$ cat src/hw/rtl/gpio_pkg.sv
// ----------------------------------------------------------------------------
// gpio_pkg
// Shared types, command codes and register indexes of the GPIO register block.
// ----------------------------------------------------------------------------
`default_nettype none

package gpio_pkg;

    // Width of every data word on the bus and on the pin side.
    localparam int WORD_W = 32;

    // Default number of implemented pins.
    localparam int PIN_COUNT_DEF = 32;

    // Request and result stream widths, padded to whole bytes.
    localparam int IN_BITS    = 2 + 4 + 3 * WORD_W;
    localparam int IN_TDATA_W = ((IN_BITS + 7) / 8) * 8;
    localparam int OUT_BITS    = 3 * WORD_W + 1;
    localparam int OUT_TDATA_W = ((OUT_BITS + 7) / 8) * 8;

    // Request commands.
    localparam logic [1:0] CMD_READ   = 2'd0;
    localparam logic [1:0] CMD_WRITE  = 2'd1;
    localparam logic [1:0] CMD_SAMPLE = 2'd2;

    // Register map.
    localparam logic [3:0] REG_DIR       = 4'd0;
    localparam logic [3:0] REG_INTR_EN   = 4'd1;
    localparam logic [3:0] REG_PULL_EN   = 4'd2;
    localparam logic [3:0] REG_PULL_UP   = 4'd3;
    localparam logic [3:0] REG_DATA_IN   = 4'd4;
    localparam logic [3:0] REG_DATA_OUT  = 4'd5;
    localparam logic [3:0] REG_SET       = 4'd6;
    localparam logic [3:0] REG_CLEAR     = 4'd7;
    localparam logic [3:0] REG_INVERT    = 4'd8;
    localparam logic [3:0] REG_CHANGE    = 4'd9;
    localparam logic [3:0] REG_ACK       = 4'd10;
    localparam logic [3:0] REG_RISE_EN   = 4'd11;
    localparam logic [3:0] REG_FALL_EN   = 4'd12;

    // One request as held in the input register.
    typedef struct packed {
        logic [WORD_W-1:0] pin_hiz;
        logic [WORD_W-1:0] pin_level;
        logic [WORD_W-1:0] wdata;
        logic [3:0]        reg_index;
        logic [1:0]        cmd;
    } item_t;

    // One result as held in the output register.
    typedef struct packed {
        logic              irq;
        logic [WORD_W-1:0] pin_oe;
        logic [WORD_W-1:0] pin_out;
        logic [WORD_W-1:0] rdata;
    } result_t;

endpackage

`default_nettype wire

$ cat src/hw/rtl/gpio_in_reg.sv
// ----------------------------------------------------------------------------
// gpio_in_reg
// Input register stage: holds one request until the register file takes it.
// ----------------------------------------------------------------------------
`default_nettype none

module gpio_in_reg
(
    input  wire logic            clk,
    input  wire logic            rst_n,
    input  wire logic            in_valid,
    output logic                 in_ready,
    input  wire gpio_pkg::item_t in_item,
    output logic                 item_valid,
    input  wire logic            item_take,
    output gpio_pkg::item_t      item
);
    import gpio_pkg::*;

    logic  valid_reg;
    logic  valid_next;
    item_t item_reg;

    // The stage is free when empty or when its request leaves this cycle.
    assign in_ready   = !valid_reg || item_take;
    assign valid_next = (in_valid && in_ready) || (valid_reg && !item_take);

    always_ff @(posedge clk or negedge rst_n)
    begin
        if (!rst_n)
        begin
            valid_reg <= 1'b0;
        end
        else
        begin
            valid_reg <= valid_next;
        end
    end

    // Request payload, loaded on every accepted request.
    always_ff @(posedge clk)
    begin
        if (in_valid && in_ready)
        begin
            item_reg <= in_item;
        end
    end

    assign item_valid = valid_reg;
    assign item       = item_reg;

endmodule

`default_nettype wire

$ cat src/hw/rtl/gpio_regfile.sv
// ----------------------------------------------------------------------------
// gpio_regfile
// Pin mask registers with bus read/write decode and edge detection on samples.
// ----------------------------------------------------------------------------
`default_nettype none

module gpio_regfile
#(
    parameter int PIN_COUNT = gpio_pkg::PIN_COUNT_DEF
)
(
    input  wire logic            clk,
    input  wire logic            rst_n,
    input  wire logic            fire,
    input  wire gpio_pkg::item_t item,
    output gpio_pkg::result_t    result
);
    import gpio_pkg::*;

    // Implemented pins; bits above these always read as zero.
    localparam int PW = (PIN_COUNT < WORD_W) ? PIN_COUNT : WORD_W;

    logic [PW-1:0] dir_reg, dir_next;
    logic [PW-1:0] ie_reg, ie_next;
    logic [PW-1:0] pe_reg, pe_next;
    logic [PW-1:0] pu_reg, pu_next;
    logic [PW-1:0] dout_reg, dout_next;
    logic [PW-1:0] set_reg, set_next;
    logic [PW-1:0] clr_reg, clr_next;
    logic [PW-1:0] inv_reg, inv_next;
    logic [PW-1:0] chg_reg, chg_next;
    logic [PW-1:0] ack_reg, ack_next;
    logic [PW-1:0] rise_reg, rise_next;
    logic [PW-1:0] fall_reg, fall_next;
    logic [PW-1:0] last_reg, last_next;
    logic [PW-1:0] known_reg, known_next;

    logic [PW-1:0] wd;
    logic [PW-1:0] lvl;
    logic [PW-1:0] hiz;
    logic [PW-1:0] pulled;
    logic [PW-1:0] valid_pins;
    logic [PW-1:0] changed;
    logic [PW-1:0] hit;
    logic [PW-1:0] rd;
    logic          irq;

    assign wd  = item.wdata[PW-1:0];
    assign lvl = item.pin_level[PW-1:0];
    assign hiz = item.pin_hiz[PW-1:0];

    // Driven levels, with pull values standing in for floating pins.
    assign pulled = (lvl & ~hiz) | (hiz & pe_reg & pu_reg);

    // Edge detection against the last known input level.
    assign valid_pins = (~hiz | pe_reg) & dir_reg;
    assign changed    = valid_pins & (~known_reg | (pulled ^ last_reg));
    assign hit        = changed & ((pulled & rise_reg) | (~pulled & fall_reg));

    // Read data mux.
    always_comb
    begin
        rd = '0;
        if (item.cmd == CMD_READ)
        begin
            case (item.reg_index)
                REG_DIR:      rd = dir_reg;
                REG_INTR_EN:  rd = ie_reg;
                REG_PULL_EN:  rd = pe_reg;
                REG_PULL_UP:  rd = pu_reg;
                REG_DATA_IN:  rd = pulled;
                REG_DATA_OUT: rd = dout_reg;
                REG_SET:      rd = set_reg;
                REG_CLEAR:    rd = clr_reg;
                REG_INVERT:   rd = inv_reg;
                REG_CHANGE:   rd = chg_reg;
                REG_ACK:      rd = ack_reg;
                REG_RISE_EN:  rd = rise_reg;
                REG_FALL_EN:  rd = fall_reg;
                default:      rd = '0;
            endcase
        end
    end

    // Next state for bus writes and pin samples.
    always_comb
    begin
        dir_next   = dir_reg;
        ie_next    = ie_reg;
        pe_next    = pe_reg;
        pu_next    = pu_reg;
        dout_next  = dout_reg;
        set_next   = set_reg;
        clr_next   = clr_reg;
        inv_next   = inv_reg;
        chg_next   = chg_reg;
        ack_next   = ack_reg;
        rise_next  = rise_reg;
        fall_next  = fall_reg;
        last_next  = last_reg;
        known_next = known_reg;
        irq        = 1'b0;
        case (item.cmd)
            CMD_WRITE:
            begin
                case (item.reg_index)
                    REG_DIR:      dir_next  = wd;
                    REG_INTR_EN:  ie_next   = wd;
                    REG_PULL_EN:  pe_next   = wd;
                    REG_PULL_UP:  pu_next   = wd;
                    REG_DATA_OUT: dout_next = wd;
                    REG_SET:
                    begin
                        set_next  = wd;
                        dout_next = dout_reg | wd;
                    end
                    REG_CLEAR:
                    begin
                        clr_next  = wd;
                        dout_next = dout_reg & ~wd;
                    end
                    REG_INVERT:
                    begin
                        inv_next  = wd;
                        dout_next = dout_reg ^ wd;
                    end
                    REG_CHANGE:   chg_next  = chg_reg & wd;
                    REG_ACK:
                    begin
                        ack_next = wd;
                        chg_next = chg_reg & ~wd;
                    end
                    REG_RISE_EN:  rise_next = wd;
                    REG_FALL_EN:  fall_next = wd;
                    default:      ;
                endcase
            end
            CMD_SAMPLE:
            begin
                chg_next   = chg_reg | hit;
                last_next  = (last_reg & ~valid_pins) | (pulled & valid_pins);
                known_next = (known_reg & ~dir_reg) | valid_pins;
                irq        = |(hit & ie_reg);
            end
            default: ;
        endcase
    end

    // State registers, updated as each request passes.
    always_ff @(posedge clk or negedge rst_n)
    begin
        if (!rst_n)
        begin
            dir_reg   <= '0;
            ie_reg    <= '0;
            pe_reg    <= '0;
            pu_reg    <= '0;
            dout_reg  <= '0;
            set_reg   <= '0;
            clr_reg   <= '0;
            inv_reg   <= '0;
            chg_reg   <= '0;
            ack_reg   <= '0;
            rise_reg  <= '0;
            fall_reg  <= '0;
            last_reg  <= '0;
            known_reg <= '0;
        end
        else if (fire)
        begin
            dir_reg   <= dir_next;
            ie_reg    <= ie_next;
            pe_reg    <= pe_next;
            pu_reg    <= pu_next;
            dout_reg  <= dout_next;
            set_reg   <= set_next;
            clr_reg   <= clr_next;
            inv_reg   <= inv_next;
            chg_reg   <= chg_next;
            ack_reg   <= ack_next;
            rise_reg  <= rise_next;
            fall_reg  <= fall_next;
            last_reg  <= last_next;
            known_reg <= known_next;
        end
    end

    // Result reflects the state after this request.
    assign result.rdata   = WORD_W'(rd);
    assign result.pin_out = WORD_W'(dout_next & ~dir_next);
    assign result.pin_oe  = WORD_W'(~dir_next);
    assign result.irq     = irq;

endmodule

`default_nettype wire

$ cat src/hw/rtl/gpio_out_reg.sv
// ----------------------------------------------------------------------------
// gpio_out_reg
// Result register: holds one finished result until the consumer takes it.
// ----------------------------------------------------------------------------
`default_nettype none

module gpio_out_reg
(
    input  wire logic              clk,
    input  wire logic              rst_n,
    input  wire logic              res_valid,
    output logic                   res_ready,
    input  wire gpio_pkg::result_t res,
    output logic                   out_valid,
    input  wire logic              out_ready,
    output gpio_pkg::result_t      out_res
);
    import gpio_pkg::*;

    logic    valid_reg;
    logic    valid_next;
    result_t res_reg;

    // A new result may enter when empty or when the held one is taken.
    assign res_ready  = !valid_reg || out_ready;
    assign valid_next = (res_valid && res_ready) || (valid_reg && !out_ready);

    always_ff @(posedge clk or negedge rst_n)
    begin
        if (!rst_n)
        begin
            valid_reg <= 1'b0;
        end
        else
        begin
            valid_reg <= valid_next;
        end
    end

    // Result payload.
    always_ff @(posedge clk)
    begin
        if (res_valid && res_ready)
        begin
            res_reg <= res;
        end
    end

    assign out_valid = valid_reg;
    assign out_res   = res_reg;

endmodule

`default_nettype wire

$ cat src/hw/rtl/gpio_register_block_core.sv
// ----------------------------------------------------------------------------
// gpio_register_block_core
// GPIO register file with pull handling and edge-detect interrupt.
// ----------------------------------------------------------------------------
// Each request (bus read, bus write or pin sample) passes an input register,
// one pass of bitwise mask logic that also updates the pin registers, and a
// result register, so one request is taken every clock while the master
// stream takes results. A result is loaded into the result register when
// its request leaves the input register, and is then offered on the master
// stream. Every request gives exactly one result carrying the read
// data, the pin drive values and enables after the request, and the
// interrupt flag of a sample. The two registers let the block take one more
// request while a result waits; after that the input stalls until the
// result is taken.
// ----------------------------------------------------------------------------
`default_nettype none

module gpio_register_block_core
#(
    parameter int PIN_COUNT = gpio_pkg::PIN_COUNT_DEF
)
(
    input  wire logic                               clk,
    input  wire logic                               rst_n,
    // s_tdata: cmd[1:0], reg_index[5:2], wdata[37:6], pin_level[69:38],
    // pin_hiz[101:70], zero padding[103:102]
    input  wire logic                               s_tvalid,
    output logic                                    s_tready,
    input  wire logic [gpio_pkg::IN_TDATA_W-1:0]    s_tdata,
    // m_tdata: rdata[31:0], pin_out[63:32], pin_oe[95:64], irq[96],
    // zero padding[103:97]
    output logic                                    m_tvalid,
    input  wire logic                               m_tready,
    output logic [gpio_pkg::OUT_TDATA_W-1:0]        m_tdata
);
    import gpio_pkg::*;

    item_t   in_item;
    item_t   item;
    logic    item_valid;
    logic    res_ready;
    logic    fire;
    result_t res;
    result_t out_res;

    assign in_item = s_tdata[IN_BITS-1:0];

    gpio_in_reg u_in_reg
    (
        .clk        (clk),
        .rst_n      (rst_n),
        .in_valid   (s_tvalid),
        .in_ready   (s_tready),
        .in_item    (in_item),
        .item_valid (item_valid),
        .item_take  (fire),
        .item       (item)
    );

    // A request is processed when the result register can take its result.
    assign fire = item_valid && res_ready;

    gpio_regfile #(
        .PIN_COUNT (PIN_COUNT)
    ) u_regfile
    (
        .clk    (clk),
        .rst_n  (rst_n),
        .fire   (fire),
        .item   (item),
        .result (res)
    );

    gpio_out_reg u_out_reg
    (
        .clk       (clk),
        .rst_n     (rst_n),
        .res_valid (item_valid),
        .res_ready (res_ready),
        .res       (res),
        .out_valid (m_tvalid),
        .out_ready (m_tready),
        .out_res   (out_res)
    );

    assign m_tdata = OUT_TDATA_W'(out_res);

endmodule

`default_nettype wire
$ cat config.mk
export PLATFORM = sky130hd
export DESIGN_NAME = gpio_register_block_core
export DESIGN_NICKNAME = d
export VERILOG_FILES = /design/src/hw/rtl/gpio_pkg.sv /design/src/hw/rtl/gpio_in_reg.sv /design/src/hw/rtl/gpio_regfile.sv /design/src/hw/rtl/gpio_out_reg.sv /design/src/hw/rtl/gpio_register_block_core.sv
export SDC_FILE = /design/constraint.sdc
export NUM_CORES = 1
export LEC_CHECK = 0
export BUFFER_PORTS_ARGS = -buffer_cell sky130_fd_sc_hd__buf_2
export CAP_MARGIN = 20
export CELL_PAD_IN_SITES_DETAIL_PLACEMENT = 0
export CELL_PAD_IN_SITES_GLOBAL_PLACEMENT = 1
export CORE_MARGIN = 2
export CORE_UTILIZATION = 45
export CTS_CLUSTER_SIZE = 10
export DETAILED_ROUTE_END_ITERATION = 10
export GPL_TIMING_DRIVEN = 1
export HOLD_SLACK_MARGIN = 0.06
export PLACE_DENSITY = 0.78
export SETUP_SLACK_MARGIN = 0.2
export SLEW_MARGIN = 20
export SYNTH_ARGS = -nofsm -noshare
export SYNTH_HDL_FRONTEND = slang
export SYNTH_SLANG_ARGS = --single-unit
export TNS_END_PERCENT = 1
$ cat constraint.sdc
create_clock -name clk -period 5.41 [get_ports clk]
set_input_delay 0 -clock clk [delete_from_list [all_inputs] [get_ports clk]]
set_output_delay 0 -clock clk [all_outputs]
set_load 0.01 [all_outputs]
## Word level (Yosys, flattened, before mapping)

Cells that the tools add are included.

- Logic and storage cells: 107
- Input port bits: 108
- Output and inout port bits: 106
- Bits in latches: 0
- Bits in read-only memories: 0
- Bits in registers: 649
- Memories: 0
- RAM bits: 0

- Divide/modulo/power cells: 0
- Multiply operators: 0
- Order comparisons: 0
- Add/sub/neg operators: 0
- Bitwise operators: 33
- Equal/unequal tests: 15
- Multiplexer cells: 7
- Reductions and logical operators: 27
- Shifts and indexed selects: 0

Operator list:

| cell | number |
|---|---|
| $and A32 B32 Y32 | 16 |
| $pmux W32 S13 | 1 |
| $or A32 B32 Y32 | 8 |
| $not A32 Y32 | 7 |
| $pmux W32 S2 | 2 |
| $pmux W32 S4 | 1 |
| $mux W32 | 3 |
| $xor A32 B32 Y32 | 2 |
| $reduce_or A32 Y1 | 1 |
| $reduce_and A3 Y1 | 10 |
| $eq A4 B4 Y1 const B | 5 |
| $eq A4 B3 Y1 const B | 4 |
| $eq A4 B2 Y1 const B | 2 |
| $eq A4 B1 Y1 const B | 1 |
| $logic_and A1 B1 Y1 | 4 |
| $logic_not A1 Y1 | 4 |
| $logic_not A4 Y1 | 1 |
| $logic_or A1 B1 Y1 | 4 |
| $ne A3 B3 Y1 const B | 1 |
| $eq A2 B1 Y1 const B | 1 |
| $eq A2 B2 Y1 const B | 1 |
| $logic_not A2 Y1 | 1 |
| $reduce_and A2 Y1 | 1 |
| $reduce_bool A2 Y1 | 1 |

## Longest topological paths before layout

Gate-level depths: netlist of run 1.

- Depth after elaboration: 9
- Depth in mapped cells: 10
- Gate-level depth less buffers: 6

## Modules after synthesis

Synthesis of run 1 repeated with hierarchy kept, for this count alone.

- Cell total of the unflattened synthesis: 2516
- Area total of the unflattened synthesis: 30461.7 µm²

By module, submodules not included:

| module | times used | cells an instance | seq. area each (µm²) | area an instance (µm²) |
|---|---|---|---|---|
| gpio_regfile | 1 | 2300 | 11210.8 | 24315.8 |
| gpio_in_reg | 1 | 106 | 3088.0 | 3116.7 |
| gpio_out_reg | 1 | 101 | 2937.8 | 2966.6 |
| gpio_register_block_core | 1 | 9 | 0.0 | 62.6 |

## Least setup slack after synthesis of run 1

No wires, ideal clock.

- Path kind: register to register
- Start: reg u_out_reg.valid_reg, in the netlist u_out_reg.out_valid
- End: reg u_in_reg.item_reg, in the netlist u_in_reg.item[0] (enable)
- Data arrival time: 3.090 ns
- Buffers on the path: 0
- Setup slack: 1.847 ns
- Cell stages (with the launch flop): 4
- Clock period less this slack: 3.563 ns
- Data required time: 4.937 ns
- Library setup time: 0.473 ns
- Path through: dfrtp_1 nor2b_1 nand2_1 and2_1

- Cells in the longest elaborated chain, start to end: 5

Ends and longest elaborated chain:

| element | RTL line | RTL |
|---|---|---|
| start: declaration | gpio_out_reg.sv:20 | `logic valid_reg;` |
| start signal: assignment | gpio_out_reg.sv:36 | `valid_reg <= valid_next;` |
| $logic_not A1 Y1 | gpio_out_reg.sv:25 | `assign res_ready = !valid_reg \|\| out_ready;` |
| $logic_or A1 B1 Y1 | gpio_out_reg.sv:25 |  |
| $logic_and A1 B1 Y1 | gpio_register_block_core.sv:61 | `assign fire = item_valid && res_ready;` |
| $logic_or A1 B1 Y1 | gpio_in_reg.sv:25 | `assign in_ready = !valid_reg \|\| item_take;` |
| named net s_tready | gpio_register_block_core.sv:28 | `output logic s_tready,` |
| $logic_and A1 B1 Y1 | gpio_in_reg.sv:43 | `if (in_valid && in_ready)` |
| end signal: assignment | gpio_in_reg.sv:45 | `item_reg <= in_item;` |
| end: declaration | gpio_in_reg.sv:22 | `item_t item_reg;` |

The timed path passes the listed nets, and every way through them passes these cells.
A chain may end at the register's enable or synchronous reset.

## Worst setup path in the final report of run 1

- Start: reg u_in_reg.item_reg, in the netlist u_in_reg.item[3]
- End: reg u_regfile.pe_reg[24]

- Cells in the longest elaborated chain, start to end: 2

Ends and longest elaborated chain:

| element | RTL line | RTL |
|---|---|---|
| $eq A4 B2 Y1 | gpio_regfile.sv:106 | `case (item.reg_index)` |
| $reduce_and A3 Y1 (no line) | - |  |
| end signal: assignment | gpio_regfile.sv:173 | `pe_reg <= pe_next;` |
| end: declaration | gpio_regfile.sv:25 | `logic [PW-1:0] pe_reg, pe_next;` |

Every way passes these cells.

==> impl_metrics.toml, run 1 <==
[sta]
fin_skew_ns = 0.0250
rsz0062_at_grt = "false"
drv_slew = 0
tns_ns = 0
fin_crit_sh_pct = 70.1
max-slew-margin-rel_pct = 20.8
worst_pin_slew_ns = 1.16
hold_viol_final = 0
setup_viol = 0
clock.fmax_mhz = 264
period_needed_ns = 3.79

[worst_setup_path]
cp.arrival_ns = 4.29
critPathBufInv = 1
endpoint_kind = "register"
crit_type = "reg -> reg"
cp_top_family = "simple AND/OR/NAND/NOR gates"
critPathMaxFanout = 64
crit_chain = "nand2b_1 -> nor3_4 -> buf_4 -> nand2_4 -> o21ai_0"
critPathLaunchType = "register"
slowest_delay_ns = 0.90
cp_slowest_cell = "edfxtp_1"
crit_required_ns = 5.91

[floorplan]
start_util_pct = 45.2
die_w_um = 266
core-area_um2 = 68200
ios = 214
die_area_um2 = 70700
fp-row-count = 96
die_h_um = 266

[drt]
drc_errors = 0
avgRoutedWirePerCell_um = 24.0
num_vias = 25105
routed_wl_mm = 100
dr.first_iter.drc_count = 2598
dr.pass1.iters = 6
avgViaCountPerCell = 5.99
ant_nets = 0

[power]
ir_drop_uv = 250
leakagePower_nw = 15.0
power.internal_mw = 9.30
p_comb_share_pct = 12.9
p_sw_mw = 3.72
seqPwrFrac_pct = 49.8
p_clk_share_pct = 37.2
switching_share_pct = 28.6
power.density_nw_per_um2 = 361

[placement]
gp_congestion = 0.885
io_buffers = 204
dpl_cell_area_um2 = 32600
place_hpwl_mm = 60.0

[final_layout]
diodes = 0
nNetsFinal = 3425
fill_cells = 6014
drive_gt1_share_pct = 12.6
seqCellArea_um2 = 17200
multi_input_area_um2 = 12600
largest_reg_flops = 102
area_growth_pct = 16.8
fin_area_um2 = 36100

[cts]
clock_sinks = 649
root_buffer = "clkbuf_16"
numCtsBuffers = 77
ctsLongestPathBuffers = 3
clkLatencyLatePin_ns = 0.63
post_cts_buffers = 0
tritoncts = "yes"
post_cts_resized = 0
h-tree-depth = 3
clk_pin_slew_ns = 0.06

[grt]
grt_pass1_vias = 24790
grt_pass1_wl_mm = 153
track_usage_pct = 28.4
grt_max_degree = 175
grt_overflow_total = 0
antenna_found_initial = 0

[yosys]
yosys_most_used_dff = "dfrtp_1"
postSynth.asyncResetShare_pct = 69.3
synth_edf_count = 199
syn-cell-area_um2 = 30900
synthCells = 3014
seq_area_frac_synth_pct = 55.8
yosysWarnings = 0
ys_seq_elements = 649
syn_avg_cell_area_um2 = 10.2
ys_types = 78

[min_path]
hold_class = "in -> reg"

[status]
status = "finished clean"

[flow_run]
maxCapViolations = 0
[routing by layer]
| layer | part of all wire (%) | track usage [%] | vias up |
|---|---|---|---|
| met5 | 0 | 0 | - |
| met4 | 3.3 | 9.98 | 0 |
| met3 | 7.5 | 4.31 | 208 |
| met2 | 46 | 45.0 | 1078 |
| met1 | 44 | 40.0 | 12420 |
| li1 | - | - | 11399 |
[logic make-up after synthesis]
family	synth area share, %
and+or+nand+nor	12.9
DFF	55.8
xor gates and xnor gates	1.56
buffers and inverters	3.99
muxes	0.851
AOI/OAI and AO/OA	22.2
adders and majority gates	2.59
other	0.0121
[cell usage after synthesis, types with 27 or more instances]
cell	count	share of area, %
a22o_1	68	1.9
clkbuf_1	132	1.6
o21ai_0	480	7.8
ha_1	64	2.6
dfrtp_1	450	36
nor2b_1	80	1.6
nand2_1	496	6.0
a31oi_1	37	0.75
xnor2_1	35	0.99
a21oi_1	101	1.6
edfxtp_1	199	19
a21oi_2	32	0.91
a22oi_1	106	2.6
buf_2	46	0.75
a221oi_1	63	1.8
a221o_1	27	0.88
a2bb2oi_1	34	0.96
and3b_1	28	0.79
o21ai_1	34	0.55
and3_1	45	0.91
nor2_1	77	0.94
inv_1	97	1.2
[stage by stage]
stage / setup slack, ns / util, % / power [mW] / hold WS [ns] / cells
after CTS: 1.82 / 52.8 / 13.1 / 0.0607 / 4189
after detailed placement: 1.81 / 47.8 / 8.15 / -0.00668 / 3944
after floorplan: 1.85 / - / 7.41 / -0.296 / 3020
after global routing: 1.59 / 52.9 / 13.6 / 0.0714 / 4190
after global placement: 1.92 / 47.8 / 8.04 / -0.0105 / 3944
final: 1.62 / 52.9 / 13.0 / 0.0788 / 4190
[path summary, 6_finish.rpt]
path / to / depth (start not counted) / slack [ns] / from
max in group asynchronous: u_regfile.ie_reg[25] / 4 / 3.89 / rst_n
min in group asynchronous: u_regfile.pu_reg[4] / 4 / 0.57 / rst_n
setup reg to reg: u_regfile.pe_reg[24] / 5 / 1.62 / u_in_reg.item[3]
hold / removal: u_in_reg.item[11] / 2 / 0.08 / s_tdata[11]
setup / recovery: u_regfile.pe_reg[24] / 5 / 1.62 / u_in_reg.item[3]
hold reg to reg: u_regfile.set_reg[16] / 2 / 0.48 / u_regfile.set_reg[16]
[cell usage in the layout, fill, tap and decap left out, drive strengths merged, types with 45 or more instances in the layout]
cell type	instances
clkbuf	127
nor2b	80
and3	45
a22o	68
dlygate4sd3	110
dfrtp	450
buf	243
o21ai	515
ha	64
a221oi	63
inv	100
edfxtp	199
a21oi	133
a22oi	106
nor2	83
nand2	500
[power groups by stage]
stage	Combinational, mW	Clock, mW	Sequential (mW)
global placement	1.53	0	6.51
CTS	1.68	4.93	6.46
detailed placement	1.61	0	6.54
floorplan	1.05	0	6.36
global route	1.90	5.13	6.57
finish	1.68	4.85	6.49
[final cells by class]
| type | instances | area share, % |
|---|---|---|
| clock buffers | 127 | 6.18 |
| clock inverters | 7 | 0.163 |
| inverters | 97 | 1.02 |
| multi-input cells | 2075 | 34.8 |
| flip-flops and latches | 649 | 47.8 |
| well taps | 882 | 3.06 |
| repair buffers | 353 | 6.94 |
[worst register-to-register path, delay by kind of cell (launching register included)]
family                 cells  cell delay [ns]
AOI/OAI and AO/OA          1             0.48
and+or+nand+nor            3             1.79
DFF                        1             0.90
buffers and inverters      1             0.49
[repair_timing]
action	in CTS	in global routing
setup endpoints to repair	0	0
hold buffers	111	0
hold endpoints to repair	242	0
No activity file was read; power rests on OpenSTA's default activity.
==> run 2, diff against run 1 <==
CORE_UTILIZATION = 43   (was 45)
clock period = 3.1 ns   (was 5.41 ns; I/O delays follow)
==> run 2 against run 1 <==
Worst hold slack lost 0.0014 ns. Fmax grew 37%. Final cell count grew 2.8%. Sequential share of layout area shrank 0.92 points. Register-to-register slack lost 1.3 ns. Highest routed layer unchanged. First-iteration DRC count grew 1.8%. Clock-buffer cell count grew 3. Critical path depth grew 2. Flip-flop and latch count is the same. Core utilization shrank 1.2 points. Global-route usage shrank 1.2 points. Critical path type unchanged.
==> impl_metrics.toml, run 2 (synthesis gave the netlist of run 1 again) <==
[drt]
top_layer = "met4"
avgViaCountPerCell = 5.94
drc_errors = 0
wl_met2_mm = 47.7
routed_wl_mm = 101
wl_met1_mm = 43.4
dr.first_iter.drc_count = 2646
num_vias = 25595
avgRoutedWirePerCell_um = 23.6
wl_met3_mm = 7.44
dr.pass1.iters = 6
ant_nets = 0

[sta]
worst_slack_ns = 0.336
fin_skew_ns = 0.0323
drv_slew = 0
worst_pin_slew_ns = 0.909
clock.fmax_mhz = 362
hold_viol_final = 0
whs_ns = 0.0774
fin_crit_sh_pct = 89.1
setup_viol = 0
tns_ns = 0
period_needed_ns = 2.76
rsz0062_at_grt = "false"
max-slew-margin-rel_pct = 39.4

[floorplan]
die_h_um = 272
core-area_um2 = 71200
die_area_um2 = 73900
start_util_pct = 43.3
fp-row-count = 98
ios = 214
die_w_um = 272

[final_layout]
diodes = 0
stdcell_count = 4307
largest_reg_flops = 102
drive_gt1_share_pct = 13.6
final_common_cell = "nand2_1"
nNetsFinal = 3472
area_growth_pct = 19.1
final_cell_mix = "487 x nand2_1, 480 x o21ai_0, 450 x dfrtp_1"
fin_area_um2 = 36800
final_util_pct = 51.6

[grt]
antenna_found_initial = 0
grt_pass1_wl_mm = 154
track_usage_pct = 27.2
grt_pass1_vias = 24716
grt_max_degree = 87
grt_overflow_total = 0

[cts]
clock_sinks = 649
numCtsBuffers = 77
tritoncts = "yes"
h-tree-depth = 3
ctsLongestPathBuffers = 3
clk_pin_slew_ns = 0.06
root_buffer = "clkbuf_16"
post_cts_resized = 0
clkLatencyLatePin_ns = 0.64

[placement]
gp_congestion = 0.925
dpl_worst_slack_ns = 0.389
io_buffers = 204
dpl_cell_area_um2 = 33300
place_hpwl_mm = 64.0
placed_cells = 4052

[worst_setup_path]
slowest_delay_ns = 0.54
crit_chain = "buf_4 -> nand2b_1 -> nor2_4 -> buf_12 -> nand2_4 -> nand2_1 -> o21ai_0"
critPathBufInv = 2
cp.arrival_ns = 3.23
cp_top_family = "simple AND/OR/NAND/NOR gates"
critPathMaxFanout = 64
crit_required_ns = 3.56
critPathLaunchType = "register"
crit_type = "reg -> reg"
cp_slowest_cell = "nor2_4"
endpoint_kind = "register"

[power]
power.density_nw_per_um2 = 620
power.internal_mw = 16.3
p_comb_share_pct = 13.1
p_clk_share_pct = 37.1
switching_share_pct = 28.7
p_sw_mw = 6.54
seqPwrFrac_pct = 49.7
p_total_mw = 22.8
leakagePower_nw = 15.4
ir_drop_uv = 426

[status]
status = "finished clean"

[min_path]
hold_class = "in -> reg"

[flow_run]
maxCapViolations = 0
[run 2: cell types whose count changed in the layout (fill, tap and decap cells not counted)]
cell	change
clkbuf_1	+3
buf_4	+20
inv_16	-1
clkinv_4	-1
buf_16	-2
inv_6	-1
clkbuf_8	+1
clkinv_2	-1
dlygate4sd3_1	+6
clkbuf_16	-1
buf_12	+23
clkinv_8	+3
[run 2: power by group through the flow]
stage | clock (mW) | combinational, mW | sequential, mW
CTS | 8.59 | 3.00 | 11.3
detailed placement | 0 | 2.86 | 11.4
floorplan | 0 | 1.84 | 11.1
finish | 8.46 | 3.00 | 11.3
global route | 8.94 | 3.38 | 11.5
global placement | 0 | 2.73 | 11.4
[run 2: final cells by class]
type                            count  area [µm²]
Inverter                           97         369
Sequential cell                   649       17200
Tap cell                          950        1190
Multi-Input combinational cell   2075       12600
Timing Repair Buffer              400        3120
Clock buffer                      130        2230
Clock inverter                      6        65.1
Fill cell                        6226       34500
[run 2: timing repair]
action                     CTS  global route
setup buffers                0             3
hold endpoints to repair   563             0
setup endpoints to repair    0             1
hold buffers               116             0
[run 2: per-layer routing]
metal | GRT usage (%) | vias up
met5 | 0 | -
met4 | 8.65 | 0
met3 | 4.17 | 202
met2 | 44.0 | 1140
met1 | 37.8 | 12768
li1 | - | 11485
[run 2: final timing paths]
check	start	end	slack, ns	cells after the start
max	u_in_reg.item[4]	u_regfile.clr_reg[15]	0.34	7
max in group asynchronous	rst_n	asynchronous set/reset pin	1.58	4
min	s_tdata[62]	u_in_reg.item[62]	0.08	2
max reg2reg	u_in_reg.item[4]	u_regfile.clr_reg[15]	0.34	7
min reg2reg	register	register	0.48	2
min in group asynchronous	rst_n	u_regfile.dir_reg[16]	0.50	3
